File: config.mk
export PLATFORM = sky130hd
export DESIGN_NAME = llas_switch_counter
export DESIGN_NICKNAME = d
export VERILOG_FILES = /design/src/hw/rtl/llas_pkg.sv /design/src/hw/rtl/llas_switch_counter.sv
export SDC_FILE = /design/constraint.sdc
export NUM_CORES = 1
export LEC_CHECK = 0
export BUFFER_PORTS_ARGS = -buffer_cell sky130_fd_sc_hd__buf_2
export CAP_MARGIN = 30
export CORE_MARGIN = 2
export CORE_UTILIZATION = 43
export CTS_CLUSTER_DIAMETER = 60
export DETAILED_ROUTE_END_ITERATION = 10
export GPL_ROUTABILITY_DRIVEN = 0
export SLEW_MARGIN = 20
export SYNTH_ARGS = -nofsm -noshare
export SYNTH_HDL_FRONTEND = slang
export SYNTH_SLANG_ARGS = --single-unit
File: constraint.sdc
create_clock -name clk -period 10.7 [get_ports clk]
set_input_delay 1.07 -clock clk [delete_from_list [all_inputs] [get_ports clk]]
set_output_delay 1.07 -clock clk [all_outputs]
set_load 0.01 [all_outputs]
File: src/hw/rtl/llas_pkg.sv
`timescale 1ns / 1ps
// Shared types and constants of the life-like automaton step unit.
// Used by llas_cell, llas_switch_counter and life_like_automaton_step_unit.
package llas_pkg;

	localparam int unsigned ROW_BITS   = 64;
	localparam int unsigned MASK_W     = 9;
	localparam int unsigned COUNT_W    = 13;
	localparam int unsigned SUM_W      = 4;
	localparam int unsigned COL_SUM_W  = 2;

	localparam logic [COUNT_W-1:0] COUNT_MAX = 13'h1FFF;

	localparam logic [1:0] OP_STEP   = 2'd0;
	localparam logic [1:0] OP_TOGGLE = 2'd1;
	localparam logic [1:0] OP_WRITE  = 2'd2;
	localparam logic [1:0] OP_READ   = 2'd3;

	localparam logic REG_BIRTH   = 1'b0;
	localparam logic REG_SURVIVE = 1'b1;

	localparam logic [MASK_W-1:0] BIRTH_RESET   = 9'd8;
	localparam logic [MASK_W-1:0] SURVIVE_RESET = 9'd12;

	typedef struct packed {
		logic [1:0]          opcode;
		logic [5:0]          cell_column;
		logic [5:0]          cell_row;
		logic [ROW_BITS-1:0] row_data;
	} cmd_t;

	typedef struct packed {
		logic [ROW_BITS-1:0] row_bits;
		logic                stable;
		logic [COUNT_W-1:0]  switched_count;
	} result_t;

	typedef struct packed {
		logic [MASK_W-1:0] birth;
		logic [MASK_W-1:0] survive;
	} rule_t;

	typedef struct packed {
		logic clear;
		logic valid;
		logic last;
	} count_ctl_t;

endpackage

File: src/hw/rtl/llas_switch_counter.sv
`timescale 1ns / 1ps
// Counts the cells switched during one generation, one row per cycle,
// through a registered adder tree and a saturating accumulator. Depends on llas_pkg.
module llas_switch_counter #(
	parameter int unsigned COLUMNS = 64
) (
	input  logic                           clk,
	input  logic                           arst_n,
	input  llas_pkg::count_ctl_t           ctl,
	input  logic [COLUMNS-1:0]             changed,
	output logic                           finish,
	output logic [llas_pkg::COUNT_W-1:0]   total
);

	localparam int unsigned NUM_GROUPS = (COLUMNS + 7) / 8;
	localparam int unsigned PAD_W      = NUM_GROUPS * 8;

	logic [PAD_W-1:0]                chg_s3;
	logic                            valid_s3;
	logic                            last_s3;
	logic [llas_pkg::SUM_W-1:0]      grp_s4 [NUM_GROUPS];
	logic                            valid_s4;
	logic                            last_s4;
	logic [llas_pkg::COUNT_W-1:0]    acc_q;
	logic [llas_pkg::SUM_W-1:0]      grp_sum [NUM_GROUPS];
	logic [6:0]                      row_sum;
	logic [llas_pkg::COUNT_W:0]      acc_next;

	always_ff @(posedge clk or negedge arst_n) begin
		if (!arst_n) begin
			valid_s3 <= 1'b0;
			last_s3  <= 1'b0;
			valid_s4 <= 1'b0;
			last_s4  <= 1'b0;
		end else begin
			valid_s3 <= ctl.valid;
			last_s3  <= ctl.valid && ctl.last;
			valid_s4 <= valid_s3;
			last_s4  <= valid_s3 && last_s3;
		end
	end

	always_comb begin
		for (int g = 0; g < NUM_GROUPS; g++) begin
			grp_sum[g] = '0;
			for (int j = 0; j < 8; j++) begin
				grp_sum[g] = grp_sum[g] + {3'b000, chg_s3[g*8+j]};
			end
		end
	end

	always_ff @(posedge clk) begin
		chg_s3 <= PAD_W'(changed);
		for (int g = 0; g < NUM_GROUPS; g++) begin
			grp_s4[g] <= grp_sum[g];
		end
	end

	always_comb begin
		row_sum = '0;
		for (int g = 0; g < NUM_GROUPS; g++) begin
			row_sum = row_sum + {3'b000, grp_s4[g]};
		end
	end

	assign acc_next = {1'b0, acc_q} + {{(llas_pkg::COUNT_W - 6){1'b0}}, row_sum};

	// Saturates at the largest count the result field can hold.
	always_comb begin
		if (!valid_s4) begin
			total = acc_q;
		end else if (acc_next > {1'b0, llas_pkg::COUNT_MAX}) begin
			total = llas_pkg::COUNT_MAX;
		end else begin
			total = acc_next[llas_pkg::COUNT_W-1:0];
		end
	end

	always_ff @(posedge clk or negedge arst_n) begin
		if (!arst_n) begin
			acc_q <= '0;
		end else if (ctl.clear) begin
			acc_q <= '0;
		end else if (valid_s4) begin
			acc_q <= total;
		end
	end

	assign finish = valid_s4 && last_s4;

endmodule

-- Word level (Yosys, flattened, before mapping)
Memory sizes are Yosys's and may differ from the RTL's.
Index checks and enable logic that the tools add are counted.
- register bits: 81
- RAM bits: 32
- output and inout bits: 14
- logic and storage cells: 80
- memories: 1
- memories (name ; depth ; width ; read ports ; clocked after Yosys merged registers in ; write ports ; RTL line ; source):
    grp_s4 ; 8 ; 4 ; 8 ; 0 ; 8 ; llas_switch_counter.sv:21 ; logic [llas_pkg::SUM_W-1:0] grp_s4 [NUM_GROUPS];
- $add $sub $neg: 64
- $lt $le $gt $ge: 1
- mux-type cells: 4
- reductions and logical operators: 4
- operators by type and width (operator ; number):
    adder 4 x 1 -> 4 bit ; 32
    two-way mux 13 bit ; 4
    adder 3 x 1 -> 4 bit ; 8
    adder 7 x 4 -> 7 bit ; 4
    adder 2 x 1 -> 3 bit ; 8
    adder 1 x 1 -> 2 bit ; 8
    adder 13 x 7 -> 14 bit ; 1
    > comparator 14 x 13 -> 1 bit, second input constant ; 1
    adder 6 x 4 -> 7 bit ; 1
    adder 5 x 4 -> 6 bit ; 1
    adder 4 x 4 -> 5 bit ; 1
    logical AND 1 bit ; 3
    nonzero test 2 bit ; 1

-- Logic depth before layout (Yosys ltp)
- depth after elaboration: 13
- gate-level depth with buffers: 15

-- Least setup slack after synthesis
OpenSTA, ideal clock, no wires.
- kind: register -> output
- from: register acc_q[2] (netlist bit)
- to: output total[10] (netlist bit)
- data arrival time: 3.859 ns
- data required time: 9.630 ns
- slack: 5.771 ns
- stages on the path, launching flop included: 15
- buffers on the path: 0
- path through: dfrtp_1 -> inv_1 -> fa_1 -> inv_1 -> fa_1 -> fa_1 -> inv_1 -> fa_1 -> inv_1 -> ha_1 -> fa_1 -> a21oi_1 -> o2111a_1 -> or3_1 -> nand3_1
- word-level cells in the longest chain between the ends: 4
- ends and longest elaborated chain (item ; RTL line ; source):
    from (decl) ; llas_switch_counter.sv:24 ; logic [llas_pkg::COUNT_W-1:0] acc_q;
    from (signal assigned) ; llas_switch_counter.sv:85 ; acc_q <= total;
    adder 13 x 7 -> 14 bit * ; llas_switch_counter.sv:66 ; assign acc_next = {1'b0, acc_q} + {{(llas_pkg::COUNT_W - 6){1'b0}}, row_sum};
    > comparator 14 x 13 -> 1 bit ; llas_switch_counter.sv:72 ; end else if (acc_next > {1'b0, llas_pkg::COUNT_MAX}) begin
    two-way mux 13 bit * ; llas_switch_counter.sv:72 ;
    two-way mux 13 bit * ; llas_switch_counter.sv:70 ; if (!valid_s4) begin
    to (decl) ; llas_switch_counter.sv:12 ; output logic [llas_pkg::COUNT_W-1:0] total
Mark *: on every way between the ends. The rest lies on a longest branch, timed or not.

-- Final worst setup path
- from: register acc_q[3] (netlist bit)
- to: output total[6] (netlist bit)
Same word-level chain as after synthesis.

==> impl_summary.md <==
Synthesis
The total number of yosys warnings is 0. Sorting the synthesized cells by how often they occur yields 110 x sky130_fd_sc_hd__inv_1, 96 x sky130_fd_sc_hd__dfxtp_1, 59 x sky130_fd_sc_hd__fa_1. For this run, the leading register cell type out of synthesis is sky130_fd_sc_hd__dfxtp_1. The number of enable flip-flop cells after synthesis is 0. Synthesis produced 438 cells.

The number of nets produced by synthesis is 603. The largest total area in the synthesized netlist belongs to sky130_fd_sc_hd__dfxtp_1. Of the synthesized area, sequential elements account for 45.3%. Of all flip-flops after synthesis, the portion carrying an async set or reset was 15.0%. Yosys instantiated no cell more often than sky130_fd_sc_hd__inv_1.

The synthesized netlist contains 42 unique library cells. By area the synthesized netlist is led by sky130_fd_sc_hd__dfxtp_1 37%, sky130_fd_sc_hd__fa_1 23%, sky130_fd_sc_hd__ha_1 8.9%. In this run, synthesis produced a sequential element count of 113. The mapped netlist covers 5180 um^2. A synthesized cell averages 11.8 um^2. The share of Yosys cell area claimed by the top area cell type is 37.1%.

Timing
The final total negative setup slack is 0 ns. The transition time at the pin with the least slew margin is 0.581 ns. The final hold violation count was 0. The final setup skew is 0.00776 ns. The remaining max-slew budget at the tightest pin is 61.2%. The count of final setup violators is 0. The final critical path takes up 54.1% of the cycle. The count of pins over their slew limit came to 0. The highest clock rate is 173 MHz. The time the final worst path needs with I/O delays and setup is 5.79 ns. Setup repair after global routing left no endpoint under its margin.

Route
The remaining antenna violation count is 0. The routed via count divided by cell count is 4.43. The sum of routed wire length over all layers is 8210 um. For this run, design rule violations remaining after detail routing come to 0. The detailed router finished its first iteration with 174 violations. The via count is 3067. The first detailed-routing pass ran for 6 iterations.

After detailed routing, the average wire length per cell comes to 11.8 um.

CTS
Clock tree synthesis found a total of 113 sinks. The clock passes through at most 2 buffers. After clock tree synthesis, the clock-pin slew on the worst setup and hold paths is 0.05 ns. The H-tree was split into 4 levels. The clock tree from TritonCTS is built. Clock latency on the worst-skew pair, taken at its later pin, is 0.41 ns. The number of post-CTS setup repair buffers is 0. The cell chosen for the clock root is sky130_fd_sc_hd__clkbuf_16. The number of buffers inserted for hold repair after clock tree synthesis is 0. The post-cts sizing count is 0. The clock buffer count from CTS is 17.

Min path
The worst min-delay path startpoint is valid_s3. Counting instances, the worst hold path has a depth of 0. The path class of the tightest hold or removal check is reg -> reg.

Setup path
Along the worst path, the maximum fanout reaches 18. The worst setup path is captured at an output pin. STA puts the critical path data arrival time at 4.72 ns. The number of cells on the worst reg-to-reg path is 13. The worst setup path is of the reg -> out kind. The worst setup path is launched from a flop. In this run the critical register-to-register path is launched from acc_q[3]. For the worst setup path, the data required time is 9.63 ns. The startpoint of the most critical setup path is acc_q[3].

Placement
The number of input and output port buffers inserted is 82. The post-DP HPWL is 6460 um.

Layout
The fill cell total of the finished layout is 1016. From synthesis to final layout, the design area changed by 22.7%. The total number of nets in the final design is 698. The multi-input combinational cell area is 2370 um^2. The count of inserted antenna diode cells is 0. Summing all flip-flop and latch instances after layout gives 2350 um^2. Of the cells placed in the final design, the portion with a size suffix greater than 1 is 21.4%.

Floorplan
The initial core utilization is 43.6%. The number of placed I/O pins is 83. The floorplan step defined a die boundary enclosing 12900 um^2.

The floorplan step set the die width to 114 um. The placement row count is 40. The placeable core region is 11900 um^2. From bottom edge to top edge, the die measures 114 um.

Outcome
The run finished with clean final reports.

Global route
The number of antenna violations at the first check in global routing is 0. Global routing used 14.9% of the available tracks. Entering global routing, the biggest net connects 19 pins. The number of global-route vias before repair is 3384. The global-route wire length before repair is 14600 um. Global routing finished with a remaining overflow of 0.

Flow run
The number of maximum-capacitance violations is 0.
## cell families (layout without fill, tap and decap cells)
logic type | Yosys count | in the layout | synth area share [%]
flip-flops | 113 | 113 | 45.3
adder cells (fa/ha/maj) | 96 | 96 | 31.8
XOR/XNOR | 9 | 9 | 1.52
AO/OA/AOI/OAI | 50 | 50 | 6.57
multiplexers | 5 | 5 | 0.991
AND/OR/NAND/NOR | 49 | 49 | 5.00
buffers and inverters | 116 | 224 | 8.82
## path summary, 6_finish.rpt
kind	slack (ns)	endpoint
max reg2reg	6.40	acc_q[8]
max in group asynchronous	9.82	valid_s4
min	0.38	valid_s4
min in group asynchronous	0.59	acc_q[6]
max	4.91	total[6]
min reg2reg	0.38	valid_s4
## worst max-delay path: stages, from the launching register on
cell and delay [ns]:
sky130_fd_sc_hd__dfrtp_1 0.35, sky130_fd_sc_hd__inv_1 0.06, sky130_fd_sc_hd__fa_1 0.54, sky130_fd_sc_hd__inv_1 0.06, sky130_fd_sc_hd__fa_1 0.52, sky130_fd_sc_hd__fa_1 0.55
sky130_fd_sc_hd__inv_1 0.06, sky130_fd_sc_hd__fa_1 0.53, sky130_fd_sc_hd__inv_1 0.06, sky130_fd_sc_hd__ha_1 0.27, sky130_fd_sc_hd__a21o_1 0.21, sky130_fd_sc_hd__a41oi_2 0.26
sky130_fd_sc_hd__a21o_1 0.53, sky130_fd_sc_hd__nand3_1 0.15, sky130_fd_sc_hd__buf_2 0.18
## flip-flops by register name, indices dropped and copies added, names as in the netlist
register / cells
last_s3: 1
last_s4: 1
valid_s4: 1
acc_q: 13
chg_s3: 64
grp_s4: 32
valid_s3: 1
## routing by layer
layer / routed length, um / vias up / track usage (%)
met4: 99 / 0 / 6.26
met2: 4080 / 63 / 25.1
met1: 3560 / 1456 / 16.8
li1: - / 1540 / -
met3: 470 / 8 / 6.00
met5: 0 / - / 0
## final cells by class
class / instances / share of cell area, %
multi-input combinational: 209 / 37.4
sequential: 113 / 36.9
clock buffer: 20 / 7.03
inverter: 110 / 6.50
timing repair buffer: 82 / 6.46
tap: 147 / 2.89
clock inverter: 12 / 2.82
## cells in the final DEF, fill, tap and decap left out, types with 3 or more instances in the layout
cell                        count
sky130_fd_sc_hd__nor2_1         4
sky130_fd_sc_hd__fa_1          59
sky130_fd_sc_hd__bufinv_16      4
sky130_fd_sc_hd__o211ai_1       3
sky130_fd_sc_hd__a211oi_1       4
sky130_fd_sc_hd__a21o_1         3
sky130_fd_sc_hd__o21ai_0        6
sky130_fd_sc_hd__dfrtp_1       17
sky130_fd_sc_hd__mux2i_1        4
sky130_fd_sc_hd__nand2_1       14
sky130_fd_sc_hd__dfxtp_1       96
sky130_fd_sc_hd__clkbuf_16     17
sky130_fd_sc_hd__xor2_1         7
sky130_fd_sc_hd__nand3_1        7
sky130_fd_sc_hd__buf_2         82
sky130_fd_sc_hd__ha_1          37
sky130_fd_sc_hd__and2_1         6
sky130_fd_sc_hd__inv_6          3
sky130_fd_sc_hd__inv_1        110
sky130_fd_sc_hd__a31oi_1        6
sky130_fd_sc_hd__nor2b_1        8
sky130_fd_sc_hd__a21oi_1       17
## stage by stage
step	util, %	instances	setup slack [ns]	hold slack, ns	area [um^2]
2_1_floorplan	-	438	5.77	0.347	5180
3_3_place_gp	48.3	661	5.51	0.348	5730
3_5_place_dp	48.3	661	5.39	0.359	5730
4_1_cts	53.6	693	4.91	0.375	6350
5_1_grt	53.6	693	4.67	0.384	6350
6_report	53.6	693	4.91	0.376	6350
Power is not shown: default switching activity piles up to over one toggle a cycle in this logic, so the estimate is an artifact.
