**src/hw/rtl/llas_pkg.sv**
```systemverilog
`timescale 1ns / 1ps
// Shared types and constants of the life-like automaton step unit.
// Used by llas_cell, llas_switch_counter and life_like_automaton_step_unit.
package llas_pkg;

	localparam int unsigned ROW_BITS   = 64;
	localparam int unsigned MASK_W     = 9;
	localparam int unsigned COUNT_W    = 13;
	localparam int unsigned SUM_W      = 4;
	localparam int unsigned COL_SUM_W  = 2;

	localparam logic [COUNT_W-1:0] COUNT_MAX = 13'h1FFF;

	localparam logic [1:0] OP_STEP   = 2'd0;
	localparam logic [1:0] OP_TOGGLE = 2'd1;
	localparam logic [1:0] OP_WRITE  = 2'd2;
	localparam logic [1:0] OP_READ   = 2'd3;

	localparam logic REG_BIRTH   = 1'b0;
	localparam logic REG_SURVIVE = 1'b1;

	localparam logic [MASK_W-1:0] BIRTH_RESET   = 9'd8;
	localparam logic [MASK_W-1:0] SURVIVE_RESET = 9'd12;

	typedef struct packed {
		logic [1:0]          opcode;
		logic [5:0]          cell_column;
		logic [5:0]          cell_row;
		logic [ROW_BITS-1:0] row_data;
	} cmd_t;

	typedef struct packed {
		logic [ROW_BITS-1:0] row_bits;
		logic                stable;
		logic [COUNT_W-1:0]  switched_count;
	} result_t;

	typedef struct packed {
		logic [MASK_W-1:0] birth;
		logic [MASK_W-1:0] survive;
	} rule_t;

	typedef struct packed {
		logic clear;
		logic valid;
		logic last;
	} count_ctl_t;

endpackage

```
**src/hw/rtl/llas_cell.sv**
```systemverilog
`timescale 1ns / 1ps
// One column cell: holds a three-row window of its column and computes the
// next state of its middle cell. Depends on llas_pkg.
module llas_cell (
	input  logic                              clk,
	input  logic                              shift,
	input  logic                              in_bit,
	input  logic [llas_pkg::COL_SUM_W-1:0]    left_sum,
	input  logic [llas_pkg::COL_SUM_W-1:0]    right_sum,
	input  llas_pkg::rule_t                   rule,
	output logic [llas_pkg::COL_SUM_W-1:0]    col_sum,
	output logic                              next_bit,
	output logic                              changed
);

	logic                        up_q;
	logic                        mid_q;
	logic                        down_q;
	logic [llas_pkg::SUM_W-1:0]  count;

	always_ff @(posedge clk) begin
		if (shift) begin
			up_q   <= mid_q;
			mid_q  <= down_q;
			down_q <= in_bit;
		end
	end

	// The vertical sum of this column is handed to both neighbors.
	assign col_sum = {1'b0, up_q} + {1'b0, mid_q} + {1'b0, down_q};

	assign count = {2'b00, left_sum} + {2'b00, right_sum}
		+ {3'b000, up_q} + {3'b000, down_q};

	assign next_bit = mid_q ? rule.survive[count] : rule.birth[count];
	assign changed  = next_bit ^ mid_q;

endmodule

```
**config.mk**
```make
export PLATFORM = sky130hd
export DESIGN_NAME = llas_cell
export DESIGN_NICKNAME = d
export VERILOG_FILES = /design/src/hw/rtl/llas_pkg.sv /design/src/hw/rtl/llas_cell.sv
export SDC_FILE = /design/constraint.sdc
export NUM_CORES = 1
export LEC_CHECK = 0
export BUFFER_PORTS_ARGS = -buffer_cell sky130_fd_sc_hd__buf_2
export CORE_AREA = 2 2 39 41
export CTS_CLUSTER_DIAMETER = 30
export DETAILED_ROUTE_END_ITERATION = 16
export DIE_AREA = 0 0 41 43
export GPL_TIMING_DRIVEN = 0
export SYNTH_ARGS = -nofsm -noshare
export SYNTH_HDL_FRONTEND = slang
export SYNTH_SLANG_ARGS = --single-unit
export TNS_END_PERCENT = 20
```
**constraint.sdc**
```tcl
create_clock -name clk -period 4 [get_ports clk]
set_input_delay 0.6 -clock clk [delete_from_list [all_inputs] [get_ports clk]]
set_output_delay 0.6 -clock clk [all_outputs]
set_load 0.05 [all_outputs]
```
* After elaboration in Yosys (flattened, before gate mapping)
Index checks and enable logic that the tools add are counted.
Storage, ports and cells: input port bits 25, word-level logic and storage cells 15, register bits 3, output and inout bits 4
Cells by class: add/subtract/negate cells 5, bitwise gates (word level) 1, muxes and demuxes 5, order comparisons 1
Operators by type and width (number):
- $bmux W1 S4 | 2
- $lt A4 B5 Y1 const B | 1
- $add A3 B1 Y4 | 1
- $add A4 B1 Y4 | 1
- $add A2 B2 Y3 | 1
- $mux W1 | 3
- $add A1 B1 Y2 | 1
- $add A2 B1 Y2 | 1
- $xor A1 B1 Y1 | 1

* Longest topological paths before layout
Gate-level depths: netlist of the first run.
word-level depth 7, gate-level depth with buffers 7, mapped depth without buffers 7

* Worst setup path after synthesis of the first run
OpenSTA, ideal clock, no wires.
path kind input port to output port, start point input left_sum[0] (netlist bit), end point output changed, cell stages on the path 7, path slack 220 ps, path buffers 0, data arrival time 3180 ps, data required time 3400 ps, cell sequence fa_1 -> ha_1 -> fa_1 -> mux4_1 -> a211oi_1 -> nor3_1 -> a21oi_1
On the way: longest elaborated chain between the ends 7, elaborated cells on any way between the ends 9, those cells by class add/sub (3); mux (5); bitwise (1)
Ends and longest elaborated chain:
- start: declaration | RTL line llas_cell.sv:8 | input logic [llas_pkg::COL_SUM_W-1:0] left_sum,
- $add A2 B2 Y3 * | RTL line llas_cell.sv:32 | assign count = {2'b00, left_sum} + {2'b00, right_sum}
- $add A3 B1 Y4 * | RTL line llas_cell.sv:33 | + {3'b000, up_q} + {3'b000, down_q};
- $add A4 B1 Y4 * | RTL line llas_cell.sv:33
- $bmux W1 S4 | RTL line llas_cell.sv:35 | assign next_bit = mid_q ? rule.survive[count] : rule.birth[count];
- $mux W1 (implied by the code) | RTL line llas_cell.sv:35
- $mux W1 * | RTL line llas_cell.sv:35
- $xor A1 B1 Y1 * | RTL line llas_cell.sv:36 | assign changed = next_bit ^ mid_q;
- end: declaration | RTL line llas_cell.sv:13 | output logic changed
Every way passes the cells marked *; elsewhere a longest branch is shown, timed or not. The select of a mux whose other input is x is not followed.

* Worst setup path after layout of the first run
Ends and elaborated chain as after synthesis.

==> impl_metrics.yaml, run 1 <==
grt:
  globalRouteTotalUtil_pct: 13.0
  grt_pass1_vias: 374
  antenna_found_initial: 0
  grt_max_degree: 7
  grt_pass1_wl_um: 1450
  grt-ovfl-total: 0
critical_path:
  reg2reg_slack_ns: 3.26
  crit_path_max_incr_delay_ns: 0.60
  startpoint: "left_sum[0]"
  crit_chain: "buf_2 > fa_1 > ha_1 > fa_1 > mux4_1 > a211oi_1 > nor3_1 > a21oi_1 > buf_2"
  path_max_fanout: 5
  r2r-end: "up_q"
  critical_path_class: "in -> out"
  cp-start-kind: "primary input"
  r2r-start: "mid_q"
  cp-endpoint: "changed"
  cp-end-kind: "output pin"
  r2r_cells: 0
  slowest_stage: "fa_1"
  arrival_ns: 3.04
  crit_required_ns: 3.40
floorplanning:
  core_area_sq_um: 1380
  start_util_pct: 30.5
  die_w_um: 41
  die-height_um: 43
  die_area_sq_um: 1760
  io_pins: 29
  rows: 14
synthesis:
  synthTopCellsByArea: "mux4_1, edfxtp_1, fa_1"
  post_synth_inst_count: 33
  ys_types: 20
  ys_seq_area_share_pct: 21.4
  ys_seq_elements: 3
  syn_nets: 64
  synth_area_sq_um: 422
  yosys_warnings: 0
  synth_top_area_cell: "mux4_1"
  avgSynthCellArea_sq_um: 12.8
  synth_top_area_share_pct: 24.9
worst_hold_path:
  min-delay-start: "down_q"
  holdCritPathClass: "reg -> reg"
clocking:
  cts_sinks: 3
  h-tree-depth: 1
  postCtsSetupBuffers: 0
  cts_tree: "done"
  root_buffer: "clkbuf_4"
  clockBufferDepth: 2
  ctsHoldBuffers: 0
  numCtsBuffers: 3
  cts-resized-gates: 0
  clkLatencyLatePin_ns: 0.23
  clkTransAtPathRegs_ns: 0.04
timing:
  report.final.setup_viol: 0
  hold_violations: 0
  fin_ws_ns: 0.362
  relSlewSlack_pct: 82.2
  tightest_slew_ns: 0.264
  min_period_ns: 3.64
  fmax_mhz: 275
  final-max-slew-violation-count: 0
  fin_setup_tns_ns: 0
  fin_worst_skew_ns: 0.00162
  fin_crit_sh_pct: 90.9
  rsz0062_at_grt: "false"
final_layout:
  final_cell_mix: "buf_2, mux4_1"
  fin_util_pct: 43.9
  antenna_cells: 0
  nets: 97
  post_route_cells_drive_above_1_share_pct: 49.2
  final_common_cell: "buf_2"
  syn_to_final_growth_pct: 44.2
detailed_routing:
  via_per_inst: 4.98
  wl_um: 958
  drcViolationCount: 0
  vias: 403
  ant_nets: 0
  dr.first_iter.drc_count: 6
  drt-pass1-iter-count: 3
  routedWlPerCell_um: 11.8
placement:
  io_buffers: 28
  gp_congestion: 0.651
  hpwlAfterDp_um: 866
  place_ws_ns: 0.324
status:
  status: "completed"
power:
  power.density_nw_per_um2: 384
  p_total_uw: 233
  p_leak_nw: 0.292
  ir_worst_vdd_uv: 213
run:
  maxCapViolCount: 0
## cells in the mapped netlist
cell type  n
mux4_1     4
edfxtp_1   3
fa_1       3
ha_1       3
a211oi_1   2
a21oi_1    2
inv_1      2
o211ai_1   2
a21o_1     1
a311oi_1   1
clkbuf_1   1
clkbuf_2   1
nand2_1    1
nand3_1    1
nor2_1     1
nor3_1     1
o2111a_1   1
o21ba_1    1
xnor2_1    1
xor2_1     1
## registers in the layout (all words and copies together), names as in the netlist
name,flops
mid_q,1
down_q,1
up_q,1
## critical path: cells and delay by family
kind,cells,cell delay [ns]
mux,1,0.33
fa+ha+maj,3,1.30
buf+inv,2,0.38
simple gates,1,0.10
compound gates,2,0.33
## area by class of cell
| class | count | area, sq um |
|---|---|---|
| Sequential cell | 3 | 90.1 |
| Clock buffer | 4 | 26.3 |
| Tap cell | 16 | 20.0 |
| Timing Repair Buffer | 28 | 140 |
| Inverter | 2 | 7.51 |
| Fill cell | 144 | 776 |
| Buffer | 2 | 8.76 |
| Multi-Input combinational cell | 26 | 315 |
## power breakdown
| part | leakage [nW] | internal (mW) | switching, mW |
|---|---|---|---|
| Clock | 0.0150 | 0.0374 | 0.0156 |
| Combinational | 0.247 | 0.0592 | 0.0814 |
| Sequential | 0.0294 | 0.0375 | 0.00226 |
| Total | 0.292 | 0.134 | 0.0992 |
## layer usage
layer / share of wire [%] / vias to the layer above / global-route usage (%)
met5: 0 / - / 0
met1: 43 / 195 / 14.4
met4: 0 / 0 / 10.0
met2: 54 / 7 / 19.1
li1: - / 201 / -
met3: 2.7 / 0 / 4.71
## kinds of logic after synthesis
group / Yosys count / share of synthesized area [%]
AOI/OAI and AO/OA: 10 / 18.4
adders and majority gates: 6 / 23.1
buffers and inverters: 4 / 3.86
and+or+nand+nor: 4 / 4.15
xor gates and xnor gates: 2 / 4.16
muxes: 4 / 24.9
DFF: 3 / 21.4
## worst min path at each step
stage	end	slack [ns]	cells after the start
after floorplan	mid_q	0.49	0
after detailed placement	mid_q	0.52	0
after CTS	mid_q	0.53	0
after global routing	down_q	0.53	1
after global placement	mid_q	0.52	0
final	mid_q	0.52	0
## stage by stage
step           cell area, sq um  cells  hold slack, ns
6_report                    608     81           0.520
5_1_grt                     608     81           0.527
4_1_cts                     608     81           0.527
3_5_place_dp                582     77           0.517
3_3_place_gp                582     77           0.520
2_1_floorplan               422     33           0.492
No activity file was read; power rests on OpenSTA's default activity.
==> run 2: changes to the inputs <==
- GPL_TIMING_DRIVEN: 0 -> default
==> impl_metrics.yaml, run 2 (synthesis results as in run 1) <==
status:
  status: "completed"
grt:
  met1_usage_pct: 10.5
  use_met2_pct: 21.3
  antenna_found_initial: 0
  grt_max_degree: 7
  grt_pass1_vias: 398
  busiest_layer: "met2"
  globalRouteTotalUtil_pct: 12.5
  grt-ovfl-total: 0
  grt_pass1_wl_um: 1420
  gr-usage-met3_pct: 4.71
timing:
  fin_setup_tns_ns: 0
  fin_crit_sh_pct: 91.1
  report.final.setup_viol: 0
  hold_ws_ns: 0.528
  tightest_slew_ns: 0.306
  hold_violations: 0
  fin_worst_skew_ns: 0.0000435
  fmax_mhz: 275
  final-max-slew-violation-count: 0
  fin_ws_ns: 0.358
  relSlewSlack_pct: 79.4
  rsz0062_at_grt: "false"
  min_period_ns: 3.64
floorplanning:
  die_area_sq_um: 1760
  io_pins: 29
  rows: 14
  core_area_sq_um: 1380
  die-height_um: 43
  die_w_um: 41
  start_util_pct: 30.5
clocking:
  cts_sinks: 3
  numCtsBuffers: 3
  postCtsSetupBuffers: 0
  root_buffer: "clkbuf_4"
  cts_tree: "done"
  ctsHoldBuffers: 0
  clockBufferDepth: 2
  clkLatencyLatePin_ns: 0.23
  clkTransAtPathRegs_ns: 0.04
  cts-resized-gates: 0
  h-tree-depth: 1
detailed_routing:
  via_per_inst: 4.97
  drcViolationCount: 0
  vias: 393
  ant_nets: 0
  wl_um: 920
  dr.first_iter.drc_count: 4
  drt-pass1-iter-count: 2
  routedWlPerCell_um: 11.6
worst_hold_path:
  holdPathEnd: "mid_q"
  min-delay-start: "down_q"
  min_path_cells: 0
  holdCritPathClass: "reg -> reg"
critical_path:
  crit_required_ns: 3.40
  r2r_cells: 0
  r2r-end: "up_q"
  crit_path_max_incr_delay_ns: 0.60
  cp-start-kind: "primary input"
  path_max_fanout: 5
  critical_path_class: "in -> out"
  crit_chain: "buf_2 > fa_1 > ha_1 > fa_1 > mux4_1 > a211oi_1 > nor3_1 > a21oi_1 > buf_2"
  reg2reg_slack_ns: 3.25
  startpoint: "left_sum[0]"
  r2r-start: "mid_q"
  slowest_stage: "fa_1"
  arrival_ns: 3.04
  cp-end-kind: "output pin"
run:
  maxCapViolCount: 0
final_layout:
  antenna_cells: 0
  post_route_cells_drive_above_1_share_pct: 49.2
  multi_input_area_sq_um: 315
  register_area_sq_um: 90.1
  final_cell_mix: "buf_2, mux4_1"
  syn_to_final_growth_pct: 42.1
  design_area_sq_um: 599
  biggestRegsByFlops: "down_q: 1 flops, mid_q: 1 flops, up_q: 1 flops"
  final_common_cell: "buf_2"
  fillCellCount: 140
  nets: 95
placement:
  hpwlAfterDp_um: 803
  place_area_sq_um: 573
  place_ws_ns: 0.339
  gp_congestion: 0.649
  io_buffers: 28
power:
  ir_worst_vdd_uv: 229
  p_leak_nw: 0.286
  power.density_nw_per_um2: 388
==> run 2: power breakdown <==
| group | internal, mW | switching [mW] | total, mW |
|---|---|---|---|
| Combinational | 0.0588 | 0.0807 | 0.139 |
| Clock | 0.0374 | 0.0157 | 0.0531 |
| Sequential | 0.0375 | 0.00243 | 0.0400 |
==> run 2: how the worst max path moves through the flow <==
stage / to / slack, ns / cells after the start
finish: changed / 0.36 / 9
global placement: changed / 0.35 / 9
floorplan: changed / 0.22 / 7
global route: changed / 0.24 / 9
CTS: changed / 0.34 / 9
detailed placement: changed / 0.34 / 9
==> run 2: critical path: cells and delay by family <==
kind                     cells  cell delay [ns]
adder cells (fa/ha/maj)      3             1.30
AND/OR/NAND/NOR              1             0.10
multiplexers                 1             0.33
AO/OA/AOI/OAI                2             0.33
buffers and inverters        2             0.38
==> run 2: routing by layer <==
metal  vias to the layer above  wire (um)
li1                        196          -
met1                       190        338
met2                         7        554
met3                         0         27
met4                         0          0
met5                         -          0
==> run 2: layout make-up <==
type	instances	share of cell area, %
flip-flops and latches	3	15.0
clock buffers	4	4.38
multi-input cells	26	52.6
repair buffers	28	23.4
inverters	2	1.25
well taps	16	3.34
==> run 2: metrics by stage <==
| stage | power (mW) | cells | util (%) |
|---|---|---|---|
| global placement | 0.180 | 75 | 41.4 |
| finish | 0.232 | 79 | 43.3 |
| floorplan | 0.151 | 33 | - |
| global route | 0.250 | 79 | 43.3 |
| CTS | 0.237 | 79 | 43.3 |
| detailed placement | 0.181 | 75 | 41.4 |
==> run 3: changes to the inputs <==
- ABC_AREA: default -> 1
- PLACE_DENSITY: default -> 0.67
==> impl_metrics.yaml, run 3 <==
status:
  status: "completed"
grt:
  grt_pass1_vias: 471
  grt_max_degree: 11
  grt-ovfl-total: 0
  globalRouteTotalUtil_pct: 12.8
  antenna_found_initial: 0
  grt_pass1_wl_um: 1530
floorplanning:
  die_area_sq_um: 1760
  die-height_um: 43
  io_pins: 29
  core_area_sq_um: 1380
  rows: 14
  start_util_pct: 33.5
  die_w_um: 41
critical_path:
  reg2reg_slack_ns: 3.26
  r2r_cells: 0
  cp-start-kind: "primary input"
  startpoint: "left_sum[0]"
  crit_required_ns: 3.40
  r2r-end: "up_q"
  arrival_ns: 2.80
  path_max_fanout: 6
  cp-end-kind: "output pin"
  r2r-start: "mid_q"
  critical_path_class: "in -> out"
final_layout:
  post_route_cells_drive_above_1_share_pct: 35.4
  final_cell_mix: "nand2_1, buf_2, nand3_1, inv_1"
  syn_to_final_growth_pct: 37.8
  fillCellCount: 155
  antenna_cells: 0
  biggestRegsByFlops: "down_q: 1 flops, mid_q: 1 flops, up_q: 1 flops"
  nets: 131
timing:
  hold_ws_ns: 0.519
  fin_setup_tns_ns: 0
  min_period_ns: 3.40
  rsz0062_at_grt: "false"
  hold_violations: 0
  fin_ws_ns: 0.601
  tightest_slew_ns: 0.410
  final-max-slew-violation-count: 0
  fin_crit_sh_pct: 85.0
  relSlewSlack_pct: 72.7
  fin_worst_skew_ns: 0.00115
  fmax_mhz: 294
  report.final.setup_viol: 0
clocking:
  postCtsSetupBuffers: 0
  h-tree-depth: 1
  clkLatencyLatePin_ns: 0.23
  cts-resized-gates: 0
  root_buffer: "clkbuf_4"
  clockBufferDepth: 2
  ctsHoldBuffers: 0
  clkTransAtPathRegs_ns: 0.04
  cts_tree: "done"
  numCtsBuffers: 3
  cts_sinks: 3
synthesis:
  synthTopCellsByArea: "nand2_1, edfxtp_1, nand3_1"
  yosys-top-cells-count: "nand2_1, nand3_1, inv_1"
  synth_most_common_cell: "nand2_1"
  post_synth_inst_count: 68
  ys_seq_area_share_pct: 19.5
  avgSynthCellArea_sq_um: 6.81
  synth_ff_type: "edfxtp_1"
  async_flop_share_pct: 0
  synth_edf_count: 3
  synth_top_area_cell: "nand2_1"
  yosys_warnings: 0
  ys_seq_elements: 3
  synth_top_area_share_pct: 22.7
  synth_area_sq_um: 463
  ys_types: 15
  syn_nets: 99
detailed_routing:
  via_per_inst: 4.42
  drcViolationCount: 0
  ant_nets: 0
  vias: 508
  routedWlPerCell_um: 8.27
  dr.first_iter.drc_count: 0
  drt-pass1-iter-count: 1
  wl_um: 951
placement:
  hpwlAfterDp_um: 832
  io_buffers: 28
  gp_congestion: 0.759
  place_ws_ns: 0.572
worst_hold_path:
  holdCritPathClass: "reg -> reg"
  holdPathEnd: "mid_q"
  min-delay-start: "down_q"
  min_path_cells: 0
run:
  maxCapViolCount: 0
power:
  p_leak_nw: 0.377
  power.density_nw_per_um2: 405
  ir_worst_vdd_uv: 270
[run 3: layer usage]
metal / global-route usage, % / share of wire [%]
met1: 11.3 / 37
met2: 23.1 / 56
met3: 3.14 / 5.3
met4: 8.00 / 1.7
met5: 0 / 0
[run 3: area by class of cell]
type	instances	area [sq um]	share of cell area [%]
sequential	3	90.1	14.1
multi-input combinational	53	318	49.8
timing repair buffer	28	140	22.0
tap	16	20.0	3.14
clock buffer	4	26.3	4.12
inverter	11	43.8	6.86
[run 3: cell families (layout without fill, tap and decap cells)]
kind of cell	after synthesis	count (layout)	share of synthesized area, %
DFF	3	3	19.5
and+or+nand+nor	44	44	42.7
AOI/OAI and AO/OA	1	1	1.08
adders and majority gates	6	6	21.1
buffers and inverters	12	43	11.9
xor gates and xnor gates	2	2	3.78
[run 3: how the worst max path moves through the flow]
stage                     depth (start not counted)  endpoint  slack, ns
after global placement                           10  next_bit       0.65
after floorplan                                   9  next_bit       0.78
after detailed placement                         11  next_bit       0.57
after global routing                             11  next_bit       0.46
after CTS                                        11  next_bit       0.58
final                                            11  next_bit       0.60
[run 3: through the flow]
| stage | power (mW) | instances | area, sq um | utilization [%] |
|---|---|---|---|---|
| finish | 0.259 | 115 | 638 | 46.1 |
| floorplan | 0.177 | 68 | 463 | - |
| global placement | 0.206 | 111 | 612 | 44.2 |
| global route | 0.285 | 115 | 638 | 46.1 |
| detailed placement | 0.209 | 111 | 612 | 44.2 |
| CTS | 0.265 | 115 | 638 | 46.1 |
[run 3: critical path: stages]
cell and delay (ns):
buf_2 0.11, fa_1 0.47, ha_1 0.23, fa_1 0.66
inv_2 0.09, nand3_1 0.10, nand3_1 0.09, nand3_2 0.09
nand3_1 0.06, nand2_1 0.07, buf_2 0.25
[run 3: report_power, final]
part	total, mW	internal, mW	switching (mW)
registers	0.0398	0.0375	0.00231
logic	0.165	0.0562	0.109
clock network	0.0533	0.0374	0.0159
total	0.259	0.131	0.127
